`src/rtl/assert_macros.svh`:
```
// assertion macros shared by the deque modules
`ifndef ASSERT_MACROS_SVH
`define ASSERT_MACROS_SVH

// property must hold at every clock edge outside reset
`define CDQ_ASSERT(label, clk, rst, prop, msg) \
   label: assert property (@(posedge clk) disable iff (rst) (prop)) else $error(msg);

// expression must never be true outside reset
`define CDQ_NEVER(label, clk, rst, expr, msg) \
   label: assert property (@(posedge clk) disable iff (rst) !(expr)) else $error(msg);

`endif

```
`src/rtl/cdq_pkg.sv`:
```
// ----------------------------------------------------------------------------
// cdq_pkg
// Types and constants shared by the circular deque modules.
// ----------------------------------------------------------------------------
package cdq_pkg;

   // payload types
   typedef logic        [2:0]  func_type;
   typedef logic signed [31:0] word_type;

   // operation codes
   localparam func_type F_PUSH_FRONT = 3'd0;
   localparam func_type F_PUSH_REAR  = 3'd1;
   localparam func_type F_POP_FRONT  = 3'd2;
   localparam func_type F_POP_REAR   = 3'd3;
   localparam func_type F_PEEK_FRONT = 3'd4;
   localparam func_type F_PEEK_REAR  = 3'd5;

   // answer of a pop or peek that finds nothing
   localparam word_type EMPTY_WORD = -32'sd1;

   // configuration register
   localparam int         CAP_W      = 5;
   localparam logic [4:0] CAP_RESET  = 5'd16;
   localparam int         CSR_ADDR_W = 3;
   localparam int         CSR_DATA_W = 32;
   localparam logic       CSR_IDX_CAPACITY = 1'b0;

   // commands from the controller to the datapath
   typedef struct packed {
      logic exec;      // item accepted this cycle
      logic cap_load;  // capacity register written this cycle
   } cdq_cmd_type;

endpackage

```
`src/rtl/cdq_ifs.sv`:
```
// ----------------------------------------------------------------------------
// cdq request and response channels
// Valid/ready channels carrying deque operations and their results.
// ----------------------------------------------------------------------------
interface cdq_req_if;
   import cdq_pkg::*;

   logic     valid;
   logic     ready;
   func_type func;
   word_type push_value;

   modport source (output valid, output func, output push_value, input ready);
   modport sink   (input valid, input func, input push_value, output ready);
endinterface

interface cdq_rsp_if;
   import cdq_pkg::*;

   logic     valid;
   logic     ready;
   word_type read_value;
   logic     ok;
   logic     is_empty;
   logic     is_full;

   modport source (output valid, output read_value, output ok, output is_empty,
                   output is_full, input ready);
   modport sink   (input valid, input read_value, input ok, input is_empty,
                   input is_full, output ready);
endinterface

```
`src/rtl/cdq_ctrl.sv`:
```
// ----------------------------------------------------------------------------
// cdq_ctrl
// Controller: item handshake state machine and register write decode.
// ----------------------------------------------------------------------------
`include "assert_macros.svh"

module cdq_ctrl (
   input  logic                                clock,
   input  logic                                reset,
   input  logic                                req_valid,
   output logic                                req_ready,
   output logic                                rsp_valid,
   input  logic                                rsp_ready,
   input  logic                                csr_psel,
   input  logic                                csr_penable,
   input  logic                                csr_pwrite,
   input  logic [cdq_pkg::CSR_ADDR_W-1:0]      csr_paddr,
   output cdq_pkg::cdq_cmd_type                cmd
);
   import cdq_pkg::*;

   // state codes
   localparam logic ST_IDLE = 1'b0;
   localparam logic ST_RESP = 1'b1;

   logic state_ff;
   logic state_in;

   // next state: take one item, hold its result until taken
   always_comb begin
      state_in = state_ff;
      unique case (state_ff)
         ST_IDLE: begin
            if (req_valid) state_in = ST_RESP;
         end
         ST_RESP: begin
            if (rsp_ready) state_in = ST_IDLE;
         end
         default: state_in = ST_IDLE;
      endcase
   end

   always_ff @(posedge clock) begin
      if (reset) begin
         state_ff <= ST_IDLE;
      end else begin
         state_ff <= state_in;
      end
   end

   // handshake and commands
   assign req_ready    = (state_ff == ST_IDLE);
   assign rsp_valid    = (state_ff == ST_RESP);
   assign cmd.exec     = req_valid && req_ready;
   assign cmd.cap_load = csr_psel && csr_penable && csr_pwrite
                         && (csr_paddr[CSR_ADDR_W-1] == CSR_IDX_CAPACITY);

   `CDQ_ASSERT(a_exec_gives_result, clock, reset, cmd.exec |=> rsp_valid, "accepted item gave no result")
   `CDQ_NEVER(a_one_item, clock, reset, req_ready && rsp_valid, "new item taken while result pending")

endmodule

```
`src/rtl/cdq_dpath.sv`:
```
// ----------------------------------------------------------------------------
// cdq_dpath
// Datapath: ring memory, head/tail pointers, occupancy, capacity register
// and the result register.
// ----------------------------------------------------------------------------
`include "assert_macros.svh"

module cdq_dpath #(
   parameter int MAX_DEPTH = 16
) (
   input  logic                                clock,
   input  logic                                reset,
   input  cdq_pkg::cdq_cmd_type                cmd,
   input  cdq_pkg::func_type                   func,
   input  cdq_pkg::word_type                   push_value,
   input  logic [cdq_pkg::CSR_ADDR_W-1:0]      csr_paddr,
   input  logic [cdq_pkg::CSR_DATA_W-1:0]      csr_pwdata,
   output logic [cdq_pkg::CSR_DATA_W-1:0]      csr_prdata,
   output cdq_pkg::word_type                   read_value,
   output logic                                ok,
   output logic                                is_empty,
   output logic                                is_full
);
   import cdq_pkg::*;

   localparam int IDX_W = (MAX_DEPTH > 1) ? $clog2(MAX_DEPTH) : 1;
   localparam int CNT_W = $clog2(MAX_DEPTH + 1);
   localparam int CMP_W = (CNT_W > CAP_W) ? CNT_W : CAP_W;

   // ring memory and its registered read
   word_type ring_mem [MAX_DEPTH];
   word_type rd_data_ff;

   // control state
   logic [CAP_W-1:0] cap_raw_ff;
   logic [IDX_W-1:0] head_ff, head_in;
   logic [IDX_W-1:0] tail_ff, tail_in;
   logic [CNT_W-1:0] occ_ff, occ_in;

   // result register
   logic ok_ff, ok_in;
   logic rd_sel_ff, rd_sel_in;
   logic empty_ff, full_ff;

   // memory access
   logic             mem_we, mem_re;
   logic [IDX_W-1:0] mem_addr;

   // effective capacity
   logic [CMP_W-1:0] cap_ext, cap_cmp;
   logic [CNT_W-1:0] cap_eff;
   logic [IDX_W-1:0] cap_last;

   logic is_push, is_pop, is_peek, is_front;

   // clamp capacity to 1..MAX_DEPTH
   always_comb begin
      cap_ext = CMP_W'(cap_raw_ff);
      if (cap_ext == '0) begin
         cap_cmp = CMP_W'(1);
      end else if (cap_ext > CMP_W'(MAX_DEPTH)) begin
         cap_cmp = CMP_W'(MAX_DEPTH);
      end else begin
         cap_cmp = cap_ext;
      end
      cap_eff  = CNT_W'(cap_cmp);
      cap_last = IDX_W'(cap_eff - CNT_W'(1));
   end

   // operation decode
   assign is_push  = (func == F_PUSH_FRONT) || (func == F_PUSH_REAR);
   assign is_pop   = (func == F_POP_FRONT) || (func == F_POP_REAR);
   assign is_peek  = (func == F_PEEK_FRONT) || (func == F_PEEK_REAR);
   assign is_front = (func == F_PUSH_FRONT) || (func == F_POP_FRONT)
                     || (func == F_PEEK_FRONT);

   // pointer update and memory access for one item
   always_comb begin
      head_in   = head_ff;
      tail_in   = tail_ff;
      occ_in    = occ_ff;
      ok_in     = 1'b0;
      rd_sel_in = 1'b0;
      mem_we    = 1'b0;
      mem_re    = 1'b0;
      mem_addr  = head_ff;
      if (is_push) begin
         if (occ_ff < cap_eff) begin
            priority if (occ_ff == '0) begin
               head_in  = '0;
               tail_in  = '0;
               mem_addr = '0;
            end else if (is_front) begin
               head_in  = (head_ff == '0) ? cap_last : head_ff - IDX_W'(1);
               mem_addr = head_in;
            end else begin
               tail_in  = (tail_ff >= cap_last) ? '0 : tail_ff + IDX_W'(1);
               mem_addr = tail_in;
            end
            mem_we = cmd.exec;
            occ_in = occ_ff + CNT_W'(1);
            ok_in  = 1'b1;
         end
      end else if (is_pop || is_peek) begin
         if (occ_ff != '0) begin
            mem_addr  = is_front ? head_ff : tail_ff;
            mem_re    = cmd.exec;
            ok_in     = 1'b1;
            rd_sel_in = 1'b1;
            if (is_pop) begin
               priority if (occ_ff == CNT_W'(1)) begin
                  head_in = '0;
                  tail_in = '0;
               end else if (is_front) begin
                  head_in = (head_ff >= cap_last) ? '0 : head_ff + IDX_W'(1);
               end else begin
                  tail_in = (tail_ff == '0) ? cap_last : tail_ff - IDX_W'(1);
               end
               occ_in = occ_ff - CNT_W'(1);
            end
         end
      end
   end

   // control state registers
   always_ff @(posedge clock) begin
      if (reset) begin
         cap_raw_ff <= CAP_RESET;
         head_ff    <= '0;
         tail_ff    <= '0;
         occ_ff     <= '0;
      end else if (cmd.cap_load) begin
         cap_raw_ff <= csr_pwdata[CAP_W-1:0];
         head_ff    <= '0;
         tail_ff    <= '0;
         occ_ff     <= '0;
      end else if (cmd.exec) begin
         head_ff <= head_in;
         tail_ff <= tail_in;
         occ_ff  <= occ_in;
      end
   end

   // result flags, captured with the item
   always_ff @(posedge clock) begin
      if (cmd.exec) begin
         ok_ff     <= ok_in;
         rd_sel_ff <= rd_sel_in;
         empty_ff  <= (occ_in == '0);
         full_ff   <= (occ_in >= cap_eff);
      end
   end

   // ring memory, one access per item
   always_ff @(posedge clock) begin
      if (mem_we) begin
         ring_mem[mem_addr] <= push_value;
      end
      if (mem_re) begin
         rd_data_ff <= ring_mem[mem_addr];
      end
   end

   // result payload
   assign read_value = rd_sel_ff ? rd_data_ff : EMPTY_WORD;
   assign ok         = ok_ff;
   assign is_empty   = empty_ff;
   assign is_full    = full_ff;

   // register readback
   assign csr_prdata = (csr_paddr[CSR_ADDR_W-1] == CSR_IDX_CAPACITY)
                       ? CSR_DATA_W'(cap_raw_ff) : '0;

   `CDQ_ASSERT(a_occ_in_cap, clock, reset, occ_ff <= cap_eff, "occupancy above capacity")
   `CDQ_ASSERT(a_empty_ptrs, clock, reset, (occ_ff == '0) |-> (head_ff == '0 && tail_ff == '0), "empty deque with pointers off zero")
   `CDQ_ASSERT(a_ptr_range, clock, reset, head_ff <= cap_last && tail_ff <= cap_last, "pointer beyond capacity")

endmodule

```
`src/rtl/circular_deque_unit.sv`:
```
// ----------------------------------------------------------------------------
// circular_deque_unit
// Double-ended queue of signed 32-bit words in a ring memory, with a
// capacity register on an APB-style port.
// ----------------------------------------------------------------------------
// Each item is one operation (push/pop/peek at front or rear) and gives one
// result with the word read, ok and the empty/full flags after the operation.
// In the accept cycle the pointers move and the single ring memory port is
// written or read; the registered read and flags then stand in the output
// register until taken, and the next item is accepted the cycle after the
// result is taken. The unit holds one item at a time, so it takes no new
// item while a result is pending. Reset needs no clearing pass; writing
// capacity empties the deque.
module circular_deque_unit #(
   parameter int MAX_DEPTH = 16
) (
   input  logic                                clock,
   input  logic                                reset,
   cdq_req_if.sink                             req,
   cdq_rsp_if.source                           rsp,
   input  logic                                csr_psel,
   input  logic                                csr_penable,
   input  logic                                csr_pwrite,
   input  logic [cdq_pkg::CSR_ADDR_W-1:0]      csr_paddr,
   input  logic [cdq_pkg::CSR_DATA_W-1:0]      csr_pwdata,
   output logic [cdq_pkg::CSR_DATA_W-1:0]      csr_prdata,
   output logic                                csr_pready
);
   import cdq_pkg::*;

   cdq_cmd_type cmd;

   // register port never waits
   assign csr_pready = 1'b1;

   // controller
   cdq_ctrl u_ctrl (
      .clock       (clock),
      .reset       (reset),
      .req_valid   (req.valid),
      .req_ready   (req.ready),
      .rsp_valid   (rsp.valid),
      .rsp_ready   (rsp.ready),
      .csr_psel    (csr_psel),
      .csr_penable (csr_penable),
      .csr_pwrite  (csr_pwrite),
      .csr_paddr   (csr_paddr),
      .cmd         (cmd)
   );

   // datapath
   cdq_dpath #(
      .MAX_DEPTH (MAX_DEPTH)
   ) u_dpath (
      .clock      (clock),
      .reset      (reset),
      .cmd        (cmd),
      .func       (req.func),
      .push_value (req.push_value),
      .csr_paddr  (csr_paddr),
      .csr_pwdata (csr_pwdata),
      .csr_prdata (csr_prdata),
      .read_value (rsp.read_value),
      .ok         (rsp.ok),
      .is_empty   (rsp.is_empty),
      .is_full    (rsp.is_full)
   );

endmodule

```
`src/flat_wrapper.sv`:
```
// flat-port wrapper written by rule: the top's interface ports become plain ports
module circular_deque_unit_flat import cdq_pkg::*;
#(
   parameter int MAX_DEPTH = 16
)
  (clock, reset, csr_psel, csr_penable, csr_pwrite, csr_paddr, csr_pwdata, csr_prdata, csr_pready, req_valid, req_func, req_push_value, req_ready, rsp_valid, rsp_read_value, rsp_ok, rsp_is_empty, rsp_is_full, rsp_ready);
  cdq_req_if req_i ();
  cdq_rsp_if rsp_i ();
  input  logic clock;
  input  logic reset;
  input  logic csr_psel;
  input  logic csr_penable;
  input  logic csr_pwrite;
  input  logic [cdq_pkg::CSR_ADDR_W-1:0] csr_paddr;
  input  logic [cdq_pkg::CSR_DATA_W-1:0] csr_pwdata;
  output logic [cdq_pkg::CSR_DATA_W-1:0] csr_prdata;
  output logic csr_pready;
  input wire logic [$bits(req_i.valid)-1:0] req_valid;
  input wire logic [$bits(req_i.func)-1:0] req_func;
  input wire logic [$bits(req_i.push_value)-1:0] req_push_value;
  output wire logic [$bits(req_i.ready)-1:0] req_ready;
  output wire logic [$bits(rsp_i.valid)-1:0] rsp_valid;
  output wire logic [$bits(rsp_i.read_value)-1:0] rsp_read_value;
  output wire logic [$bits(rsp_i.ok)-1:0] rsp_ok;
  output wire logic [$bits(rsp_i.is_empty)-1:0] rsp_is_empty;
  output wire logic [$bits(rsp_i.is_full)-1:0] rsp_is_full;
  input wire logic [$bits(rsp_i.ready)-1:0] rsp_ready;
  assign req_i.valid = req_valid;
  assign req_i.func = req_func;
  assign req_i.push_value = req_push_value;
  assign req_ready = req_i.ready;
  assign rsp_valid = rsp_i.valid;
  assign rsp_read_value = rsp_i.read_value;
  assign rsp_ok = rsp_i.ok;
  assign rsp_is_empty = rsp_i.is_empty;
  assign rsp_is_full = rsp_i.is_full;
  assign rsp_i.ready = rsp_ready;
  circular_deque_unit #(.MAX_DEPTH(MAX_DEPTH)) u_core (.clock(clock), .reset(reset), .req(req_i), .rsp(rsp_i), .csr_psel(csr_psel), .csr_penable(csr_penable), .csr_pwrite(csr_pwrite), .csr_paddr(csr_paddr), .csr_pwdata(csr_pwdata), .csr_prdata(csr_prdata), .csr_pready(csr_pready));
endmodule
```
`config.mk`:
```
export PLATFORM = sky130hd
export DESIGN_NAME = circular_deque_unit_flat
export DESIGN_NICKNAME = d
export VERILOG_FILES = /design/src/rtl/cdq_pkg.sv /design/src/rtl/cdq_ifs.sv /design/src/rtl/cdq_ctrl.sv /design/src/rtl/cdq_dpath.sv /design/src/rtl/circular_deque_unit.sv /design/src/flat_wrapper.sv
export VERILOG_INCLUDE_DIRS = /design/src /design/src/rtl
export SDC_FILE = /design/constraint.sdc
export NUM_CORES = 1
export LEC_CHECK = 0
export ABC_CLOCK_PERIOD_IN_PS = 5800
export BUFFER_PORTS_ARGS = -buffer_cell sky130_fd_sc_hd__buf_4
export CORE_AREA = 3 3 264 266
export DETAILED_ROUTE_END_ITERATION = 8
export DIE_AREA = 0 0 267 269
export HOLD_SLACK_MARGIN = 0.03
export SYNTH_ARGS = -nofsm -noshare
export SYNTH_HDL_FRONTEND = slang
export SYNTH_SLANG_ARGS = --single-unit
```
`constraint.sdc`:
```
create_clock -name clock -period 5.8 [get_ports clock]
set_clock_uncertainty 0.2 [all_clocks]
set_input_delay 0.29 -clock clock [delete_from_list [all_inputs] [get_ports clock]]
set_output_delay 0.29 -clock clock [all_outputs]
set_load 0.01 [all_outputs]
```
; Word-level counts from Yosys, hierarchy flattened
; Memories as Yosys holds them, arrays and structs flattened. A register that Yosys moved wholly into a read port is not among the register bits.
; Index checks and enable logic that the tools add are counted.
[word_totals]
elab_cells = 110
ramBits = 512
out_inout_bits = 70
inputBits = 77
mem_count = 1
reg_bits = 23
[op_classes]
n_bitwise = 2
mux = 52
n_addsub = 7
n_lt_le_gt_ge = 5
reduce_logical = 24
n_eq_ne = 10
[mem_list]
columns = memory, words, width, rd, rd_clocked_by_memory_dff, wr, line
row1 = u_core.u_dpath.ring_mem, 16, 32, 1, 1, 1, cdq_dpath.sv:31  ; word_type ring_mem [MAX_DEPTH];
[ops]
columns = cell, n
row1 = $mux 4, 29
row2 = $mux 5, 8
row3 = $mux 32, 1
row4 = $logic_not 5->1, 3
row5 = $reduce_and 7->1, 2
row6 = $mux 1, 13
row7 = $sub 4x1->4 const B, 3
row8 = $add 4x1->4 const B, 2
row9 = $ge 4x4->1, 2
row10 = $logic_not 4->1, 2
row11 = $eq 3x2->1 const B, 2
row12 = $eq 3x3->1 const B, 2
row13 = $logic_or 1x1->1, 6
row14 = $ne 3x2->1 const B, 2
row15 = $reduce_bool 2->1, 3
row16 = $add 5x1->5 const B, 1
row17 = $eq 5x1->1 const B, 1
row18 = $ge 5x5->1, 1
row19 = $gt 5x5->1 const B, 1
row20 = $lt 5x5->1, 1
row21 = $reduce_bool 5->1, 1
row22 = $sub 5x1->5 const B, 1
row23 = $logic_and 1x1->1, 4
row24 = $eq 3x1->1 const B, 1
row25 = 7 further kinds, 8

; Longest topological paths before layout
; Gate-level depths: netlist (run 1).
[depth]
ltp_word = 12
ltp_mapped = 17
mapped_depth_nobuf = 15

; By module
; From an unflattened synthesis (run 1), not the netlist that was laid out.
[unflattened]
hier_cells = 1225
area_unflattened_um2 = 23184.7
[by_module_without_submodules]
columns = mod, instances, cells_each, area_each_um2, seq_area_each_um2
row1 = cdq_dpath, 1, 1217, 23119.7, 16816.1
row2 = cdq_ctrl, 1, 6, 53.8, 20.0
row3 = circular_deque_unit, 1, 2, 11.3, 0.0

; Worst setup path before layout (run 1)
; Ideal clock, no wire load.
[synth_timing]
kind = register to register
from = register u_core.u_dpath.cap_raw_ff[1] (netlist: u_core.u_dpath.cap_ext[1])
to = memory u_core.u_dpath.ring_mem[10][0] in the netlist's numbering, enable pin
synth_period_minus_slack_ps = 5092
path_stages_with_launch = 15
path_buffers = 0
setup_ps = 421
t_arrival_ps = 4471
required_time_ps = 5179
setup_slack_ps = 708
cell_sequence = dfxtp_1 -> nor3_1 -> o21ai_0 -> ha_1 -> xnor2_1 -> inv_1 -> ha_1 -> a21oi_1 -> o21ai_1 -> maj3_1 -> o311ai_1 -> o221ai_1 -> nor3_1 -> nand2_1 -> nor2_1
[synth_between]
elab_chain_cells = 10
word_cells_on_any_way = 17
cone_classes = add/sub: 1 / order compare: 3 / mux: 12 / reduce/logical: 1
[synth_rtl]
columns = item, line
row1 = "start, declared", cdq_dpath.sv:35  ; logic [CAP_W-1:0] cap_raw_ff;
row2 = "start signal, assigned", cdq_dpath.sv:133  ; cap_raw_ff <= csr_pwdata[CAP_W-1:0];
row3 = $gt 5x5->1, cdq_dpath.sv:61  ; end else if (cap_ext > CMP_W'(MAX_DEPTH)) begin
row4 = $mux 5, cdq_dpath.sv:61
row5 = $mux 5 (*), cdq_dpath.sv:59  ; if (cap_ext == '0) begin
row6 = $sub 4x1->4, cdq_dpath.sv:67  ; cap_last = IDX_W'(cap_eff - CNT_W'(1));
row7 = $ge 4x4->1, cdq_dpath.sv:97  ; tail_in = (tail_ff >= cap_last) ? '0 : tail_ff + IDX_W'(1);
row8 = $mux 4, cdq_dpath.sv:97
row9 = $mux 4, cdq_dpath.sv:93  ; end else if (is_front) begin
row10 = $mux 4, cdq_dpath.sv:89  ; priority if (occ_ff == '0) begin
row11 = $mux 4, cdq_dpath.sv:88  ; if (occ_ff < cap_eff) begin
row12 = $mux 4, cdq_dpath.sv:87  ; if (is_push) begin
row13 = "end, declared", cdq_dpath.sv:31
; Every way passes the cells marked *; elsewhere a longest branch is shown, timed or not.

; Final worst setup path (run 1)
[layout_timing]
from = register u_core.u_dpath.cap_raw_ff[1] (netlist: u_core.u_dpath.cap_ext[1])
to = memory u_core.u_dpath.ring_mem[0][25] in the netlist's numbering, enable pin
; Same word-level chain as after synthesis.

==> results.py, run 1 <==
metrics = {
    "floorplanning": {
        "initial_utilization": 0.350,
        "fp.dieH_um": 269,
        "dieArea_mm2": 0.0718,
        "rows": 95,
        "pin_count": 147,
        "die_width_um": 267,
        "coreArea_mm2": 0.0673,
    },
    "layout": {
        "fin_cells": 2479,
        "layout_commonest_cell": "edfxtp_1",
        "nNetsFinal": 1663,
        "area_growth_pct": 17.5,
        "final_cell_mix": "edfxtp_1 (548), mux2_2 (166), o22ai_1 (129)",
        "drive_gt1_frac": 0.277,
        "fillers": 6007,
        "final_util": 0.411,
    },
    "run": {
        "drv_cap": 0,
    },
    "worst_setup_path": {
        "ff2ff_path_depth": 15,
        "cp-startpoint": "u_core.u_dpath.cap_ext[1]",
        "r2r_start": "u_core.u_dpath.cap_ext[1]",
        "timing.rr.end": "u_core.u_dpath.ring_mem[0][25]",
        "path_cells": "nor3_1 -> o21ai_0 -> buf_4 -> ha_1 -> xnor2_1 -> inv_1 -> ha_1 -> nand2_1 -> o21ai_1 -> maj3_1 -> o311ai_1 -> a21oi_4 -> nand2_1 -> nor2_4 -> buf_4",
        "crit_fanout": 15,
        "cp_num_cells": 15,
        "cp_data_arrival_time_ns": 5.22,
        "worst_path_largest_cell_delay_ns": 0.73,
        "cpLargestDelayFamily": "simple AND/OR/NAND/NOR gates",
        "path_class": "flop to flop",
        "r2r_slack_ns": 0.70,
        "required_ns": 5.92,
        "crit_buf_inv": 3,
        "endpoint": "u_core.u_dpath.ring_mem[0][25]",
        "start_kind": "flop",
        "worst_setup_path_end_kind": "flop",
        "slowest_stage": "nor2_4",
    },
    "drt": {
        "drc": 0,
        "drtPass1Iterations": 5,
        "drt-total-wl_um": 56900,
        "first_iter_violations": 1002,
        "vias": 12828,
        "wire_per_inst_um": 23.0,
        "viasPerCell": 5.17,
        "ant_nets": 0,
    },
    "sta": {
        "fin_crit_sh": 0.879,
        "grt_setup_unrepaired": "no",
        "hold_ws_ns": 0.106,
        "slew_violations": 0,
        "finalSetupTns_ns": 0,
        "setup_viol": 0,
        "post-route-min-period_ns": 5.10,
        "timing.fmax_mhz": 196,
        "maxSlewHeadroom": 0.261,
        "worst_pin_slew_ns": 1.11,
        "finalHoldViolations": 0,
    },
    "clock_network": {
        "cts_setup_buffers": 0,
        "cts.clk_slew.worst_paths_ns": 0.07,
        "cts_root_buf": "clkbuf_16",
        "cts_buffer_depth": 3,
        "clk_latency_ns": 0.62,
        "cts_sinks": 567,
        "cts_buffers": 58,
        "cts_max_level": 2,
        "cts_tree": "built",
    },
    "synthesis": {
        "synthArstFlopShare": 0,
        "netlist_area_mm2": 0.0235,
        "netlist-cell-type-count": 60,
        "ys_seq_area_frac": 0.715,
        "synth_ff_type": "edfxtp_1",
        "yosysWarnings": 0,
        "synthCells": 1401,
        "synth_edf_count": 548,
        "syn_area_per_cell_um2": 16.8,
        "synth_seq_cells": 567,
    },
    "placed_design": {
        "dp_hpwl_um": 30700,
        "portBuffers": 89,
        "gp_congestion": 0.822,
        "dp.cells": 2335,
    },
    "pwr": {
        "power_density_mw_per_mm2": 321,
        "p_leak_uw": 0.00911,
        "ir_drop_mv": 0.207,
    },
    "run_status": {
        "status": "finished, final reports clean",
    },
    "grt": {
        "first_global_vias": 13057,
        "grt_max_degree": 82,
        "antenna_found_initial": 3,
        "track_usage": 0.156,
        "gr-total-overflow": 0,
        "grt_pass1_wl_um": 83900,
    },
    "worst_hold_path": {
        "hold_class": "input port to flop",
    },
}
area by class of cell:
type,instances,area [um^2],share of cell area
Inverter,19,71.3,0.00258
Sequential cell,567,16800,0.609
Antenna cell,1,2.50,0.0000905
Clock buffer,67,1510,0.0545
Multi-Input combinational cell,744,6270,0.227
Clock inverter,35,293,0.0106
Timing Repair Buffer,173,1590,0.0575
Tap cell,873,1090,0.0395
per-stage QoR:
stage	worst slack [ns]	instance area, um^2	power, uW
after global placement	0.660	25400	5390
after CTS	0.724	27700	8960
after global routing	0.346	27700	9200
after detailed placement	0.736	25400	5410
after floorplan	0.708	23600	5160
final	0.700	27700	8870
sequential cells by signal, summed over array words and instances (netlist names), 4 cells and up:
register / flops
u_core.u_dpath.cap_ext: 5
u_core.u_dpath.head_ff: 4
u_core.u_dpath.occ_ff: 5
u_core.u_dpath.rd_data_ff: 32
u_core.u_dpath.ring_mem: 512
u_core.u_dpath.tail_ff: 4
worst register-to-register path, stage by stage (launching register included):
cell and delay [ns]:
dfxtp_1 0.34, nor3_1 0.19, o21ai_0 0.10, buf_4 0.18
ha_1 0.21, xnor2_1 0.37, inv_1 0.12, ha_1 0.32
nand2_1 0.06, o21ai_1 0.21, maj3_1 0.26, o311ai_1 0.18
a21oi_4 0.63, nand2_1 0.43, nor2_4 0.73, buf_4 0.30
kinds of logic (layout without fill, tap and decap cells):
| family | Yosys count | in the layout | share of synthesized area |
|---|---|---|---|
| mux | 263 | 263 | 0.125 |
| other cells | 2 | 29 | 0.000319 |
| fa+ha+maj | 25 | 25 | 0.0131 |
| xor+xnor | 8 | 8 | 0.00298 |
| simple gates | 208 | 208 | 0.0548 |
| flops | 567 | 567 | 0.715 |
| compound gates | 212 | 212 | 0.0590 |
| buf+inv | 116 | 294 | 0.0291 |
synthesized netlist by cell type, types with 8 or more instances:
| cell | count | area, um^2 |
|---|---|---|
| buf_4 | 43 | 323 |
| clkbuf_1 | 23 | 86.3 |
| nor2_1 | 43 | 161 |
| inv_1 | 19 | 71.3 |
| nor4_2 | 30 | 375 |
| nor2b_1 | 10 | 62.6 |
| o22ai_1 | 129 | 807 |
| mux2_1 | 90 | 1010 |
| nand3_1 | 12 | 60.1 |
| dfxtp_1 | 19 | 380 |
| buf_2 | 23 | 115 |
| edfxtp_1 | 548 | 16500 |
| nand2b_1 | 45 | 282 |
| nand2_1 | 38 | 143 |
| mux2_2 | 166 | 1870 |
| buf_6 | 8 | 90.1 |
| a21oi_1 | 22 | 110 |
| ha_1 | 23 | 288 |
| o21ai_0 | 18 | 90.1 |
worst min-delay path by stage:
stage	startpoint	end	slack [ns]	cells after the start
3_5_place_dp	rsp_ready	u_core.u_ctrl.rsp_valid	0.28	2
6_report	csr_pwrite	u_core.u_dpath.cap_ext[4]	0.11	3
5_1_grt	csr_pwrite	u_core.u_dpath.cap_ext[4]	0.12	3
3_3_place_gp	rsp_ready	u_core.u_ctrl.rsp_valid	0.27	2
4_1_cts	csr_pwrite	u_core.u_dpath.cap_ext[4]	0.08	3
2_1_floorplan	reset	u_core.u_dpath.cap_ext[0]	0.16	1
metal layers:
metal | up-vias | track usage | part of all wire
li1 | 5800 | - | -
met1 | 6592 | 0.209 | 0.44
met2 | 369 | 0.267 | 0.49
met3 | 65 | 0.0281 | 0.054
met4 | 2 | 0.0336 | 0.016
met5 | - | 0 | 0.00023
what timing repair did:
item | CTS | global route
hold buffers | 41 | 0
hold endpoints to repair | 520 | 0
resized for setup | 0 | 0
report_power, final:
part	internal, uW	total (uW)	switching, uW
combinational	332	786	454
clock	1990	3530	1540
sequential	4540	4560	17.1
Power figures use the tool's default switching activity.
==> run 2: changes to the inputs <==
- ABC_AREA: not set -> 1
- CAP_MARGIN: not set -> 20
- CORE_AREA: 3 3 264 266 -> 3 3 275 277
- CTS_CLUSTER_DIAMETER: not set -> 30
- DIE_AREA: 0 0 267 269 -> 0 0 278 280
==> results.py, run 2 <==
metrics = {
    "run_status": {
        "status": "finished, final reports clean",
    },
    "drt": {
        "viasPerCell": 4.73,
        "first_iter_violations": 1259,
        "drtPass1Iterations": 5,
        "vias": 17957,
        "drc": 0,
        "ant_nets": 0,
        "drt-total-wl_um": 65300,
        "wire_per_inst_um": 17.2,
    },
    "worst_setup_path": {
        "start_kind": "flop",
        "r2r_start": "u_core.u_dpath.cap_ext[4]",
        "required_ns": 5.96,
        "cp_data_arrival_time_ns": 4.78,
        "r2r_slack_ns": 1.18,
        "timing.rr.end": "u_core.u_dpath.rd_data_ff[29]",
        "ff2ff_path_depth": 23,
        "crit_fanout": 13,
        "path_class": "flop to flop",
        "worst_setup_path_end_kind": "flop",
    },
    "clock_network": {
        "cts_max_level": 3,
        "cts_buffers": 114,
        "cts_sinks": 567,
        "cts_buffer_depth": 3,
        "clk_latency_ns": 0.64,
        "cts_setup_buffers": 0,
        "cts_tree": "built",
        "cts_root_buf": "clkbuf_16",
        "cts_hold_buf": 51,
        "cts.clk_slew.worst_paths_ns": 0.04,
        "postCtsResizedCells": 0,
    },
    "floorplanning": {
        "initial_utilization": 0.350,
        "coreArea_mm2": 0.0731,
        "dieArea_mm2": 0.0778,
        "pin_count": 147,
        "fp.dieH_um": 280,
        "die_width_um": 278,
        "rows": 99,
    },
    "layout": {
        "fillers": 6799,
        "largest_reg_flops": 512,
        "final_cell_mix": "nand2_1 (1225), edfxtp_1 (548), nand3_1 (275)",
        "area_growth_pct": 24.2,
        "drive_gt1_frac": 0.135,
        "top_register": "u_core.u_dpath.ring_mem",
        "nNetsFinal": 2839,
        "largestRegisters": "u_core.u_dpath.ring_mem: 512 flops, u_core.u_dpath.rd_data_ff: 32 flops",
        "layout_commonest_cell": "nand2_1",
    },
    "pwr": {
        "power_density_mw_per_mm2": 394,
        "ir_drop_mv": 0.211,
        "p_leak_uw": 0.0133,
    },
    "synthesis": {
        "synth_most_common_cell": "nand2_1",
        "synth_common_cells": "nand2_1 (1225), edfxtp_1 (548), nand3_1 (275)",
        "synth_top_area_cell": "edfxtp_1",
        "netlist.area_leader.share": 0.644,
        "syn_area_per_cell_um2": 9.96,
        "synth_edf_count": 548,
        "netlist-cell-type-count": 43,
        "ys_seq_area_frac": 0.659,
        "synth_ff_type": "edfxtp_1",
        "yosysWarnings": 0,
        "synthCells": 2566,
        "synth_area_leaders": "edfxtp_1 (64%), nand2_1 (18%), nand3_1 (5.4%)",
        "netlist_area_mm2": 0.0255,
        "synthArstFlopShare": 0,
        "synth_seq_cells": 567,
    },
    "sta": {
        "timing.fmax_mhz": 217,
        "maxSlewHeadroom": 0.339,
        "post-route-min-period_ns": 4.62,
        "finalSetupTns_ns": 0,
        "fin_crit_sh": 0.796,
        "worst_pin_slew_ns": 0.992,
        "setup_viol": 0,
        "grt_setup_unrepaired": "no",
        "worst_slack_ns": 1.18,
        "finalHoldViolations": 0,
        "slew_violations": 0,
    },
    "grt": {
        "grt_pass1_wl_um": 101000,
        "grt_max_degree": 130,
        "gr-total-overflow": 0,
        "track_usage": 0.167,
        "first_global_vias": 17288,
        "antenna_found_initial": 2,
    },
    "worst_hold_path": {
        "hold_class": "input port to flop",
        "hold_depth": 6,
        "holdCritStartpoint": "req_func[0]",
        "hold_end": "u_core.u_dpath.head_ff[2]",
    },
    "placed_design": {
        "pre_cts_ws_ns": 1.22,
        "gp_congestion": 0.778,
        "dp_hpwl_um": 34300,
        "portBuffers": 89,
    },
    "run": {
        "drv_cap": 0,
    },
}
[run 2: cell count changes in the layout (fill, tap and decap cells not counted), sizes merged, moves of 15 or more]
cell / before / now
nor4: 34 / 1
o22ai: 129 / 3
clkbuf: 67 / 123
nand2: 38 / 1231
clkinv: 30 / 88
mux2: 256 / 0
clkinvlp: 2 / 19
inv: 19 / 127
nand3: 12 / 277
nand2b: 45 / 0
o21ai: 20 / 38
bufinv: 3 / 18
[run 2: worst max-delay path by stage]
stage,to,slack [ns],startpoint,depth (start not counted)
after floorplan,u_core.u_dpath.ring_mem[15][0],1.22,u_core.u_dpath.cap_ext[0],20
after global placement,u_core.u_dpath.rd_data_ff[29],1.28,u_core.u_dpath.cap_ext[4],23
after detailed placement,u_core.u_dpath.rd_data_ff[29],1.22,u_core.u_dpath.cap_ext[4],23
after CTS,u_core.u_dpath.rd_data_ff[29],1.19,u_core.u_dpath.cap_ext[4],23
after global routing,u_core.u_dpath.rd_data_ff[16],0.83,u_core.u_dpath.cap_ext[0],23
final,u_core.u_dpath.rd_data_ff[29],1.18,u_core.u_dpath.cap_ext[4],23
[run 2: per-stage QoR]
stage               area (um^2)  hold slack [ns]  total power [uW]   util  std cells
floorplan                 25600            0.189              5590      -       2592
global placement          27300            0.309              5980  0.373       3531
detailed placement        27300            0.301              5990  0.373       3531
CTS                       31700           0.0748             12600  0.434       3797
global route              31700            0.159             13000  0.434       3797
finish                    31700            0.131             12500  0.434       3798
[run 2: final cells by class]
type / instances / area (um^2) / share of cell area
Antenna cell: 1 / 2.50 / 0.0000789
Tap cell: 959 / 1200 / 0.0378
Inverter: 160 / 611 / 0.0192
Timing Repair Buffer: 188 / 1660 / 0.0525
Clock inverter: 92 / 1030 / 0.0325
Multi-Input combinational cell: 1708 / 7450 / 0.235
Clock buffer: 123 / 2930 / 0.0923
Sequential cell: 567 / 16800 / 0.531
[run 2: worst max-delay path, cell delays in order (launching register included)]
cell and delay [ns]:
dfxtp_1 0.32, inv_2 0.14, nand3_1 0.12, nand2_1 0.12, inv_1 0.11, ha_1 0.22, xor2_1 0.31, ha_1 0.30
nand2_1 0.06, nand2_1 0.05, nand2_1 0.06, and2_1 0.17, nand2_1 0.10, nand2_1 0.07, nand2_1 0.05, nand2_1 0.08
nand3_2 0.18, nand2_1 0.40, clkinv_1 0.57, buf_4 0.41, nand2_1 0.08, nand2_1 0.05, inv_1 0.05, nand2_1 0.11
[run 2: kinds of logic (layout without fill, tap and decap cells)]
group | count (synthesis) | count (layout) | share of synthesized area
AOI/OAI and AO/OA | 83 | 83 | 0.0192
xor gates and xnor gates | 8 | 8 | 0.00274
adders and majority gates | 23 | 23 | 0.0113
buffers and inverters | 317 | 563 | 0.0597
DFF | 567 | 567 | 0.659
other | 2 | 29 | 0.000294
and+or+nand+nor | 1566 | 1566 | 0.248
[run 2: metal layers]
layer	part of all wire	GRT usage	vias to the layer above
met3	0.052	0.0294	103
met4	0.021	0.0560	2
met2	0.49	0.282	468
met5	0.00015	0	-
met1	0.44	0.217	8569
li1	-	-	8815
[run 2: where the power goes]
group	internal (uW)	leakage, uW	switching (uW)	total [uW]
combinational	396	0.00629	946	1340
sequential	4570	0.00510	25.2	4600
clock	4430	0.00189	2140	6560
